--- config.mk ---
export PLATFORM = sky130hd
export DESIGN_NAME = paddle_timer_game_port
export DESIGN_NICKNAME = d
export VERILOG_FILES = /design/src/sv/ptgp_pkg.sv /design/src/sv/ptgp_lane_scale.sv /design/src/sv/ptgp_div255.sv /design/src/sv/ptgp_timer_bank.sv /design/src/sv/paddle_timer_game_port.sv
export VERILOG_INCLUDE_DIRS = /design/src /design/src/sv
export SDC_FILE = /design/constraint.sdc
export NUM_CORES = 2
export LEC_CHECK = 0
export ABC_AREA = 0
export ABC_CLOCK_PERIOD_IN_PS = 29400
export BUFFER_PORTS_ARGS = -buffer_cell sky130_fd_sc_hd__buf_2
export CAP_MARGIN = 0
export CORE_MARGIN = 2
export CORE_UTILIZATION = 45
export CTS_BUF_LIST = sky130_fd_sc_hd__clkbuf_2 sky130_fd_sc_hd__clkbuf_4 sky130_fd_sc_hd__clkbuf_8
export DETAILED_ROUTE_END_ITERATION = 8
export HOLD_SLACK_MARGIN = 0.08
export PLACE_DENSITY_LB_ADDON = 0.2
export SLEW_MARGIN = 30
export SYNTH_ARGS = -nofsm -noshare
export SYNTH_HDL_FRONTEND = slang
export SYNTH_HIERARCHICAL = 1
export SYNTH_SLANG_ARGS = --single-unit
--- constraint.sdc ---
create_clock -name clock -period 29.4 [get_ports clock]
set_input_delay 1.47 -clock clock [delete_from_list [all_inputs] [get_ports clock]]
set_output_delay 1.47 -clock clock [all_outputs]
set_load 0.01 [all_outputs]
--- src/sv/paddle_timer_game_port_macros.svh ---
// Assertion helpers shared by the game port RTL.
// Both sample on clock and are switched off while reset is high.
`ifndef PADDLE_TIMER_GAME_PORT_MACROS_SVH
`define PADDLE_TIMER_GAME_PORT_MACROS_SVH

// Same-cycle implication.
`define PTGP_ASSERT_NOW(lbl, ante, cons) \
   lbl: assert property (@(posedge clock) disable iff (reset) (ante) |-> (cons)) \
      else $error("ptgp: assertion failed");

// Next-cycle implication.
`define PTGP_ASSERT_NEXT(lbl, ante, cons) \
   lbl: assert property (@(posedge clock) disable iff (reset) (ante) |=> (cons)) \
      else $error("ptgp: assertion failed");

`endif

--- src/sv/ptgp_pkg.sv ---
`timescale 1ns / 1ps

package ptgp_pkg;

   // Paddle timers actually built (1..4); the address map always has 4 slots.
   localparam int NumPaddles     = 4;
   localparam int PaddleSlots    = 4;
   localparam int SlotSelWidth   = $clog2(PaddleSlots);

   localparam int AddrWidth      = 16;
   localparam int CycleWidth     = 32;
   localparam int ButtonCount    = 3;
   localparam int AxisWidth      = 16;
   localparam int ScaleWidth     = 16;
   localparam int LevelWidth     = 8;
   localparam int ProductWidth   = LevelWidth + ScaleWidth;
   localparam int SpanWidth      = 16;
   localparam int DataWidth      = 8;

   localparam logic [ScaleWidth-1:0] FullScaleReset = 16'd2816;
   localparam logic [DataWidth-1:0]  StatusByte     = 8'h80;
   localparam logic [7:0]            AddrButton0    = 8'h61;
   localparam logic [7:0]            AddrButtonLast = 8'h63;
   localparam logic [7:0]            AddrPaddle0    = 8'h64;
   localparam logic [7:0]            AddrPaddleLast = 8'h67;
   localparam logic [7:0]            AddrTrigger    = 8'h70;

   typedef enum logic [1:0] {
      OP_NONE,
      OP_BUTTON,
      OP_PADDLE,
      OP_TRIGGER
   } op_type;

   typedef struct packed {
      logic                  load;
      logic [CycleWidth-1:0] now;
   } bank_ctl_type;

endpackage

--- src/sv/ptgp_lane_scale.sv ---
`timescale 1ns / 1ps

// Axis position to level 0..254, then times the full-scale cycle count.
module ptgp_lane_scale import ptgp_pkg::*; (
   input  logic signed [AxisWidth-1:0] axis,
   input  logic [ScaleWidth-1:0]       scale,
   output logic [ProductWidth-1:0]     product
);

   logic [AxisWidth-1:0]      biased;
   logic [AxisWidth+7:0]      times255;
   logic [LevelWidth-1:0]     level;

   // level = (biased * 255) >> 16, with 255 = 256 - 1
   assign biased   = AxisWidth'(axis) ^ {1'b1, {(AxisWidth-1){1'b0}}};
   assign times255 = {biased, 8'h00} - {8'h00, biased};
   assign level    = times255[AxisWidth+7:AxisWidth];

   // 254 * 65535 fits the product width
   assign product  = ProductWidth'(level) * ProductWidth'(scale);

endmodule

--- src/sv/ptgp_div255.sv ---
`timescale 1ns / 1ps

// Exact floor(x / 255) for x < 2^24: x * 0x01010102 >> 32, as shifts and adds.
module ptgp_div255 import ptgp_pkg::*; (
   input  logic [ProductWidth-1:0] dividend,
   output logic [SpanWidth-1:0]    quotient
);

   localparam int SumWidth = ProductWidth + 25;

   logic [SumWidth-1:0] wide;
   logic [SumWidth-1:0] sum;

   assign wide     = SumWidth'(dividend);
   assign sum      = (wide << 24) + (wide << 16) + (wide << 8) + (wide << 1);
   assign quotient = sum[32 +: SpanWidth];

endmodule

--- src/sv/ptgp_timer_bank.sv ---
`timescale 1ns / 1ps
`include "paddle_timer_game_port_macros.svh"

// Paddle deadline registers and their running compare.
module ptgp_timer_bank import ptgp_pkg::*; (
   input  logic                   clock,
   input  logic                   reset,
   input  bank_ctl_type           ctl,
   input  logic [SpanWidth-1:0]   span [NumPaddles],
   output logic [PaddleSlots-1:0] busy
);

   logic [CycleWidth-1:0] deadline_ff [NumPaddles];
   logic [CycleWidth-1:0] deadline_in [NumPaddles];

   always_comb begin
      busy = '0;
      for (int i = 0; i < NumPaddles; i++) begin
         deadline_in[i] = ctl.now + CycleWidth'(span[i]);
         busy[i]        = ctl.now < deadline_ff[i];
      end
   end

   always_ff @(posedge clock) begin
      if (reset) begin
         for (int i = 0; i < NumPaddles; i++) begin
            deadline_ff[i] <= '0;
         end
      end else if (ctl.load) begin
         for (int i = 0; i < NumPaddles; i++) begin
            deadline_ff[i] <= deadline_in[i];
         end
      end
   end

   `PTGP_ASSERT_NEXT(a_load_sum, ctl.load, deadline_ff[0] == $past(ctl.now + CycleWidth'(span[0])))
   `PTGP_ASSERT_NEXT(a_hold_idle, !ctl.load, $stable(deadline_ff[0]))

endmodule

--- src/sv/paddle_timer_game_port.sv ---
`timescale 1ns / 1ps
`include "paddle_timer_game_port_macros.svh"

// Game I/O port with three push buttons and paddle one-shot timers. Every
// request transfer is one bus access and yields exactly one response transfer
// carrying a status byte: 0x61-0x63 read a button (0x00 held, 0x80 released),
// 0x64-0x67 read a paddle timer (0x80 while cycle_count is below its deadline,
// unsigned), 0x70 restarts every timer at cycle_count + level*scale/255 and
// returns 0x00, anything else returns 0x00. Only the low address byte counts.
// Throughput is one transfer per clock unless rsp_stall holds the pipe; a
// request passes four register stages before its response is valid: input
// capture, axis-level multiply, divide by 255, and deadline add/compare plus
// the response register. Timer loads and timer reads both happen in the last
// stage, so a read right behind a restart sees the new deadlines. The scale
// register is taken on any csr transfer (csr_ready is tied high) and should
// only change while no request is in flight.
module paddle_timer_game_port import ptgp_pkg::*; (
   input  logic                        clock,
   input  logic                        reset,

   input  logic                        req_valid,
   output logic                        req_stall,
   input  logic [AddrWidth-1:0]        req_address,
   input  logic [CycleWidth-1:0]       req_cycle_count,
   input  logic [ButtonCount-1:0]      req_buttons_pressed,
   input  logic signed [AxisWidth-1:0] req_axis_zero,
   input  logic signed [AxisWidth-1:0] req_axis_one,
   input  logic signed [AxisWidth-1:0] req_axis_two,
   input  logic signed [AxisWidth-1:0] req_axis_three,

   output logic                        rsp_valid,
   input  logic                        rsp_stall,
   output logic [DataWidth-1:0]        rsp_read_data,

   input  logic                        csr_valid,
   output logic                        csr_ready,
   input  logic [ScaleWidth-1:0]       csr_full_scale_cycles
);

   // ---------------------------------------------------------------
   // Scale register
   // ---------------------------------------------------------------
   logic [ScaleWidth-1:0] scale_ff;

   assign csr_ready = 1'b1;

   always_ff @(posedge clock) begin
      if (reset) begin
         scale_ff <= FullScaleReset;
      end else if (csr_valid && csr_ready) begin
         scale_ff <= csr_full_scale_cycles;
      end
   end

   // ---------------------------------------------------------------
   // Flow control: each stage moves when the one after it has room
   // ---------------------------------------------------------------
   logic s1_valid_ff, s2_valid_ff, s3_valid_ff, rsp_valid_ff;
   logic s1_valid_in, s2_valid_in, s3_valid_in, rsp_valid_in;
   logic out_ready, s3_ready, s2_ready, s1_ready;
   logic req_accept, s3_adv;

   assign out_ready  = !rsp_valid_ff || !rsp_stall;
   assign s3_ready   = !s3_valid_ff || out_ready;
   assign s2_ready   = !s2_valid_ff || s3_ready;
   assign s1_ready   = !s1_valid_ff || s2_ready;
   assign req_stall  = !s1_ready;
   assign req_accept = req_valid && s1_ready;
   assign s3_adv     = s3_valid_ff && out_ready;

   assign s1_valid_in  = s1_ready  ? req_valid   : s1_valid_ff;
   assign s2_valid_in  = s2_ready  ? s1_valid_ff : s2_valid_ff;
   assign s3_valid_in  = s3_ready  ? s2_valid_ff : s3_valid_ff;
   assign rsp_valid_in = out_ready ? s3_valid_ff : rsp_valid_ff;

   always_ff @(posedge clock) begin
      if (reset) begin
         s1_valid_ff  <= 1'b0;
         s2_valid_ff  <= 1'b0;
         s3_valid_ff  <= 1'b0;
         rsp_valid_ff <= 1'b0;
      end else begin
         s1_valid_ff  <= s1_valid_in;
         s2_valid_ff  <= s2_valid_in;
         s3_valid_ff  <= s3_valid_in;
         rsp_valid_ff <= rsp_valid_in;
      end
   end

   // ---------------------------------------------------------------
   // Stage 1: address decode and capture
   // ---------------------------------------------------------------
   logic [7:0]              sel;
   op_type                  op_in;
   logic [SlotSelWidth-1:0] idx_in;

   assign sel = req_address[7:0];

   always_comb begin
      op_in  = OP_NONE;
      idx_in = sel[SlotSelWidth-1:0];
      priority if (sel >= AddrButton0 && sel <= AddrButtonLast) begin
         op_in  = OP_BUTTON;
         idx_in = SlotSelWidth'(sel - AddrButton0);
      end else if (sel >= AddrPaddle0 && sel <= AddrPaddleLast) begin
         op_in  = OP_PADDLE;
         idx_in = SlotSelWidth'(sel - AddrPaddle0);
      end else if (sel == AddrTrigger) begin
         op_in  = OP_TRIGGER;
      end else begin
         // undecoded byte: plain zero response
         op_in  = OP_NONE;
      end
   end

   op_type                      s1_op_ff;
   logic [SlotSelWidth-1:0]     s1_idx_ff;
   logic [CycleWidth-1:0]       s1_now_ff;
   logic [ButtonCount-1:0]      s1_buttons_ff;
   logic signed [AxisWidth-1:0] s1_axis_ff [PaddleSlots];

   always_ff @(posedge clock) begin
      if (req_accept) begin
         s1_op_ff      <= op_in;
         s1_idx_ff     <= idx_in;
         s1_now_ff     <= req_cycle_count;
         s1_buttons_ff <= req_buttons_pressed;
         s1_axis_ff[0] <= req_axis_zero;
         s1_axis_ff[1] <= req_axis_one;
         s1_axis_ff[2] <= req_axis_two;
         s1_axis_ff[3] <= req_axis_three;
      end
   end

   // ---------------------------------------------------------------
   // Stage 2: level times scale, one multiplier per paddle
   // ---------------------------------------------------------------
   logic [ProductWidth-1:0] product_in [NumPaddles];

   for (genvar g = 0; g < NumPaddles; g++) begin : g_scale
      ptgp_lane_scale u_scale (
         .axis    (s1_axis_ff[g]),
         .scale   (scale_ff),
         .product (product_in[g])
      );
   end

   op_type                  s2_op_ff;
   logic [SlotSelWidth-1:0] s2_idx_ff;
   logic [CycleWidth-1:0]   s2_now_ff;
   logic [ButtonCount-1:0]  s2_buttons_ff;
   logic [ProductWidth-1:0] s2_product_ff [NumPaddles];

   always_ff @(posedge clock) begin
      if (s1_valid_ff && s2_ready) begin
         s2_op_ff      <= s1_op_ff;
         s2_idx_ff     <= s1_idx_ff;
         s2_now_ff     <= s1_now_ff;
         s2_buttons_ff <= s1_buttons_ff;
         s2_product_ff <= product_in;
      end
   end

   // ---------------------------------------------------------------
   // Stage 3: divide by 255
   // ---------------------------------------------------------------
   logic [SpanWidth-1:0] span_in [NumPaddles];

   for (genvar g = 0; g < NumPaddles; g++) begin : g_div
      ptgp_div255 u_div (
         .dividend (s2_product_ff[g]),
         .quotient (span_in[g])
      );
   end

   op_type                  s3_op_ff;
   logic [SlotSelWidth-1:0] s3_idx_ff;
   logic [CycleWidth-1:0]   s3_now_ff;
   logic [ButtonCount-1:0]  s3_buttons_ff;
   logic [SpanWidth-1:0]    s3_span_ff [NumPaddles];

   always_ff @(posedge clock) begin
      if (s2_valid_ff && s3_ready) begin
         s3_op_ff      <= s2_op_ff;
         s3_idx_ff     <= s2_idx_ff;
         s3_now_ff     <= s2_now_ff;
         s3_buttons_ff <= s2_buttons_ff;
         s3_span_ff    <= span_in;
      end
   end

   // ---------------------------------------------------------------
   // Last stage: timer load/compare and response byte
   // ---------------------------------------------------------------
   bank_ctl_type           bank_ctl;
   logic [PaddleSlots-1:0] busy;

   assign bank_ctl.load = s3_adv && (s3_op_ff == OP_TRIGGER);
   assign bank_ctl.now  = s3_now_ff;

   ptgp_timer_bank u_bank (
      .clock (clock),
      .reset (reset),
      .ctl   (bank_ctl),
      .span  (s3_span_ff),
      .busy  (busy)
   );

   // pad the button vector to the index range; the pad is never selected
   logic [PaddleSlots-1:0] button_vec;
   logic [DataWidth-1:0]   rsp_read_data_in;
   logic [DataWidth-1:0]   rsp_read_data_ff;

   assign button_vec = {{(PaddleSlots-ButtonCount){1'b1}}, s3_buttons_ff};

   always_comb begin
      unique case (s3_op_ff)
         OP_BUTTON:  rsp_read_data_in = button_vec[s3_idx_ff] ? '0 : StatusByte;
         OP_PADDLE:  rsp_read_data_in = busy[s3_idx_ff] ? StatusByte : '0;
         OP_TRIGGER: rsp_read_data_in = '0;
         default:    rsp_read_data_in = '0;
      endcase
   end

   always_ff @(posedge clock) begin
      if (s3_adv) begin
         rsp_read_data_ff <= rsp_read_data_in;
      end
   end

   assign rsp_valid     = rsp_valid_ff;
   assign rsp_read_data = rsp_read_data_ff;

   `PTGP_ASSERT_NEXT(a_s3_to_rsp, s3_adv, rsp_valid_ff)
   `PTGP_ASSERT_NOW(a_rsp_byte, rsp_valid_ff, (rsp_read_data_ff == StatusByte) || (rsp_read_data_ff == '0))
   `PTGP_ASSERT_NEXT(a_s1_hold, s1_valid_ff && !s2_ready, s1_valid_ff && $stable(s1_now_ff))

endmodule
# --- After elaboration in Yosys (flattened, before gate mapping) ---
# Memory sizes are Yosys's and may differ from the RTL's.
# Index checks and enable logic that the tools add are counted.
word_totals:
  reg_bits: 305
  latchBits: 0
  ram_bits: 192
  romBits: 0
  inputBits: 136
  out_inout_bits: 11
  word_cells: 114
  memories: 2
classes:
  add_sub_neg: 22
  multipliers: 4
  div: 0
  n_lt_le_gt_ge: 9
  eq_ne: 4
  n_shift: 0
  n_mux: 22
  bitwise_logic: 8
  reduce_logical: 17
mem_list:
  columns: ["memory", "depth", "width", "rd", "rd_ports_with_merged_regs", "wr", "line", "source"]
  rows:
  - ["u_bank.deadline_ff", 4, 32, 4, 0, 4, "ptgp_timer_bank.sv:13", "logic [CycleWidth-1:0] deadline_ff [NumPaddles];"]
  - ["s1_axis_ff", 4, 16, 4, 0, 4, "paddle_timer_game_port.sv:120", "logic signed [AxisWidth-1:0] s1_axis_ff [PaddleSlots];"]
op_table:
  columns: ["op", "n"]
  rows:
  - ["$add 48x25->48", 4]
  - ["$add 48x32->48", 4]
  - ["$add 48x40->48", 4]
  - ["$add 32x16->32", 4]
  - ["$lt 32x32->1", 4]
  - ["$mux 32", 4]
  - ["$mul 8x16->24", 4]
  - ["$sub 24x16->24", 4]
  - ["$ge 8x7->1 const B", 2]
  - ["$le 8x7->1 const B", 2]
  - ["$mux 8", 2]
  - ["$pmux 8 s2", 1]
  - ["$mux 1", 9]
  - ["$eq 8x7->1 const B", 1]
  - ["$mux 2", 4]
  - ["$logic_and 1x1->1", 7]
  - ["$logic_not 1->1", 6]
  - ["$bmux 1 s2", 2]
  - ["$eq 2x2->1 const B", 2]
  - ["$logic_or 1x1->1", 4]
  - ["$not 1->1", 4]
  - ["$or 1x1->1", 4]
  - ["$sub 2x1->2 const B", 2]
  - ["$lt 2x3->1 const B", 1]
  - ["$eq 2x1->1 const B", 1]

# --- Longest topological paths before layout ---
depth:
  ltp_word: 8
  ltp_mapped: 27
  mapped_depth_nobuf: 25

# --- Hierarchy ---
# The synthesis kept the hierarchy.
modules_own_cells:
  columns: ["mod", "instances", "cells_each", "area_per_inst_um2", "seq_area_each_um2"]
  rows:
  - ["ptgp_timer_bank", 1, 1200, 11437.2, 3843.7]
  - ["paddle_timer_game_port", 1, 453, 11320.9, 10670.2]
  - ["ptgp_div255", 4, 289, 2359.8, 0.0]
  - ["ptgp_lane_scale at g_scale[0].u_scale", 1, 554, 4893.4, 0.0]
  - ["ptgp_lane_scale at g_scale[1].u_scale", 1, 552, 4724.5, 0.0]
  - ["ptgp_lane_scale at g_scale[3].u_scale", 1, 541, 4630.7, 0.0]
  - ["ptgp_lane_scale at g_scale[2].u_scale", 1, 530, 4594.4, 0.0]

# --- Worst setup path after synthesis ---
# Ideal clock, no wire load.
synth_timing:
  path_kind: "input port to flip-flop"
  start: "input port rsp_stall"
  end: "register s2_buttons_ff[0] (enable)"
  setup_ps: 836
  arrival_time_ps: 11456
  t_required_ps: 28564
  slack_ps: 17108
  cell_stages: 2
  n_path_buf: 0
  path_cell_list: "and3_1 -> a21boi_0"
synth_between:
  elab_chain_cells: 5
synth_rtl:
  columns: ["element", "line", "source"]
  rows:
  - ["from (decl)", "paddle_timer_game_port.sv:32", "input logic rsp_stall,"]
  - ["$logic_not 1->1", "paddle_timer_game_port.sv:63", "assign out_ready = !rsp_valid_ff || !rsp_stall;"]
  - ["$logic_or 1x1->1", "paddle_timer_game_port.sv:63", null]
  - ["$logic_or 1x1->1", "paddle_timer_game_port.sv:64", "assign s3_ready = !s3_valid_ff || out_ready;"]
  - ["$logic_or 1x1->1", "paddle_timer_game_port.sv:65", "assign s2_ready = !s2_valid_ff || s3_ready;"]
  - ["$logic_and 1x1->1", "paddle_timer_game_port.sv:155", "if (s1_valid_ff && s2_ready) begin"]
  - ["to (signal assigned)", "paddle_timer_game_port.sv:159", "s2_buttons_ff <= s1_buttons_ff;"]
  - ["to (decl)", "paddle_timer_game_port.sv:151", "logic [ButtonCount-1:0] s2_buttons_ff;"]
# Every way passes these cells.
# A chain may end at the register's enable or synchronous reset.

==> qor.txt <==
status: finished, final reports clean
Post-Syn Instances: 4,986
crit-path max FO: 17
worst path buffer plus inverter count: 4
Switch Pwr: 0.00205 W
core area: 112,000 um2
crit-path cells: inv_1, ha_1, or4b_4, nor4_1, a41oi_1, o211ai_4, xor2_2, nand2_1, fa_1, fa_1, inv_1, fa_1, inv_1, fa_1, inv_1, ha_1, a21o_1, a21oi_1, a21oi_1, o31a_1, or4_1, and4_1
num rows: 123
startpoint types: flip-flop
port bufs: 130
CTS max path bufs: 3
Gate power share: 0.628
PwrDens: 83.1 nW/um2
Seq/Total Area, Yosys: 0.284
most frequent cells in the layout: inv_1, ha_1, edfxtp_1
FMAX: 0.129 GHz
RSZ-0062 raised after global routing: false
worst skew pair latency: 0.75 ns
Pleak: 26.0 nW
layout cell share with drive strength beyond 1: 0.0823
crit end category: flip-flop
Fin. Hold Viols: 0
DP HPWL: 91.0 mm
commonest non-fill, non-tap cell in the layout: inv_1
Crit path max-delay family: adder cells
DRT Wirelength: 121 mm
cell at the slowest stage of the critical path: xor2_2
Post-DRT Antenna Nets: 0
initial antenna violation count: 3
max incr delay on CP: 0.64 ns
sequential share of power: 0.225
Critical Path AT: 8.22 ns
root buffer cell: clkbuf_8
EDFF count, synth: 470
Residual DRC: 0
Setup CP Type: reg2reg
Clk pwr share: 0.147
Final Skew: 0.0297 ns
Tmin final: 7.73 ns
total number of vias: 36,300
Die ar.: 116,000 um2
first-pass GRT wire length: 196 mm
max_cap viols: 0
synth warn: 6
gpl congestion: 0.888
Finished Core Util: 0.492
starting density of the core: 0.454
Critical Path RT: 29.89 ns
vias per cell: 5.40
Die Span X: 341 um
number of global-route vias before repair: 37,100
Setup TNS: 0 ns
Sw Ratio: 0.447
chip height: 341 um
GR Util All Layers: 0.210
Routed wire per std cell: 17.9 um
Avg Cell Area, Syn: 10.2 um2
# hold bufs at CTS: 0
Async SR Flop Fraction: 0
fin. max-slew vios: 0
fin crit share: 0.263
I/O Pins: 147
Int Power: 0.00254 W
Mapped Area: 51,000 um2
max_slew headroom: 0.325
clock sink count: 490
H-tree Lvls: 3
synth unique cells: 112
1st-iter DRT viols: 2,098
Reg clk slew, reported paths: 0.06 ns
CTS Buf Count: 89
Post-synth top flop: edfxtp_1
post_cts resized: 0
final net count: 6,412
flops & latches, synth: 490
CTS tree: done
setup bufs post-CTS: 0
P&R area growth vs syn: 8.40%
Final setup viols: 0
largest net degree at the start of global routing: 76
Worst Max-Slew Pin Slew: 1.01 ns
GRT overflow: 0
worst min path class: reg2reg
maximum VDD drop: 42.0 uV
Detailed Routing Iterations Pass 1: 6
[layout make-up]
class,instances,area (um2)
Multi-Input combinational cell,3598,33100
Inverter,813,3050
Tap cell,1500,1880
Timing Repair Buffer,171,962
Fill cell,10500,57200
Sequential cell,490,14500
Clock inverter,42,384
Antenna cell,3,7.51
Clock buffer,113,1430
[Yosys cell counts (16+ instances only)]
library cell	n	area, um2
o21a_1	31	233
xnor2_1	125	1090
o21ai_0	129	646
a21o_1	196	1470
nand2_1	211	792
buf_2	25	125
edfxtp_1	470	14100
dfxtp_1	20	400
nor2b_1	145	907
o2111ai_1	17	149
xor2_1	47	412
inv_1	812	3050
or3_1	19	119
nand3_1	80	400
o21ai_1	16	80.1
a21boi_1	58	435
nand4_1	67	419
ha_1	705	8820
o211ai_1	27	203
a31oi_1	25	156
and3_1	49	307
a21oi_1	272	1360
nor2_1	218	818
mux2i_1	69	691
clkbuf_1	46	173
a21boi_0	90	676
nand2b_1	47	294
o21bai_1	19	143
a21bo_2	22	220
and2_1	172	1080
o22ai_1	20	125
a211o_1	20	175
a211oi_1	23	173
nor3_1	42	210
fa_1	408	8170
[power groups by stage]
| stage | sequential [W] | clock, W | combinational [W] |
|---|---|---|---|
| final | 0.00103 | 0.000675 | 0.00289 |
| after global routing | 0.00104 | 0.000729 | 0.00332 |
| after CTS | 0.00103 | 0.000702 | 0.00289 |
| after detailed placement | 0.00105 | 0 | 0.00285 |
| after global placement | 0.00105 | 0 | 0.00283 |
| after floorplan | 0.00101 | 0 | 0.00221 |
[layer usage]
layer | GRT usage | vias to the layer above | share of wire
li1 | - | 17600 | -
met5 | 0 | - | 0
met2 | 0.336 | 843 | 0.45
met3 | 0.0318 | 206 | 0.047
met4 | 0.0712 | 0 | 0.033
met1 | 0.291 | 17600 | 0.47
[cell families (layout without fill, tap and decap cells)]
| family | after synthesis | in the layout | share of synthesized area |
|---|---|---|---|
| compound gates | 1088 | 1088 | 0.148 |
| xor+xnor | 178 | 178 | 0.0314 |
| fa+ha+maj | 1113 | 1113 | 0.333 |
| buf+inv | 904 | 1139 | 0.0688 |
| flops | 490 | 490 | 0.284 |
| mux | 72 | 72 | 0.0142 |
| other cells | 2 | 11 | 0.000147 |
| simple gates | 1139 | 1139 | 0.120 |
[flip-flops by register name, indices dropped and copies added, names as in the netlist, 16 cells and up]
name / flops
s2_now_ff: 32
s2_product_ff: 96
s3_span_ff: 64
s1_now_ff: 32
s3_now_ff: 32
u_bank/deadline_ff: 128
scale_ff: 16
s1_axis_ff: 64
[path summary, 6_finish.rpt]
path                                  startpoint                end  slack [ns]  depth (start not counted)
worst max-delay path            s1_axis_ff[0][8]  s2_product_ff[93]       21.67                         22
worst min-delay path                s2_now_ff[5]       s3_now_ff[5]        0.41                          0
worst max register to register  s1_axis_ff[0][8]  s2_product_ff[93]       21.67                         22
worst min register to register      s2_now_ff[5]       s3_now_ff[5]        0.41                          0
[through the flow]
stage	std cells	setup slack, ns	hold WS [ns]	total power (W)	cell area [um2]
after floorplan	4992	17.11	0.400	0.00323	51100
after global placement	6572	21.72	0.403	0.00387	53500
after detailed placement	6572	21.64	0.405	0.00390	53500
after CTS	6727	21.65	0.409	0.00462	55300
after global routing	6730	21.34	0.418	0.00509	55300
final	6730	21.67	0.413	0.00460	55300
(Power assumes the default switching activity.)
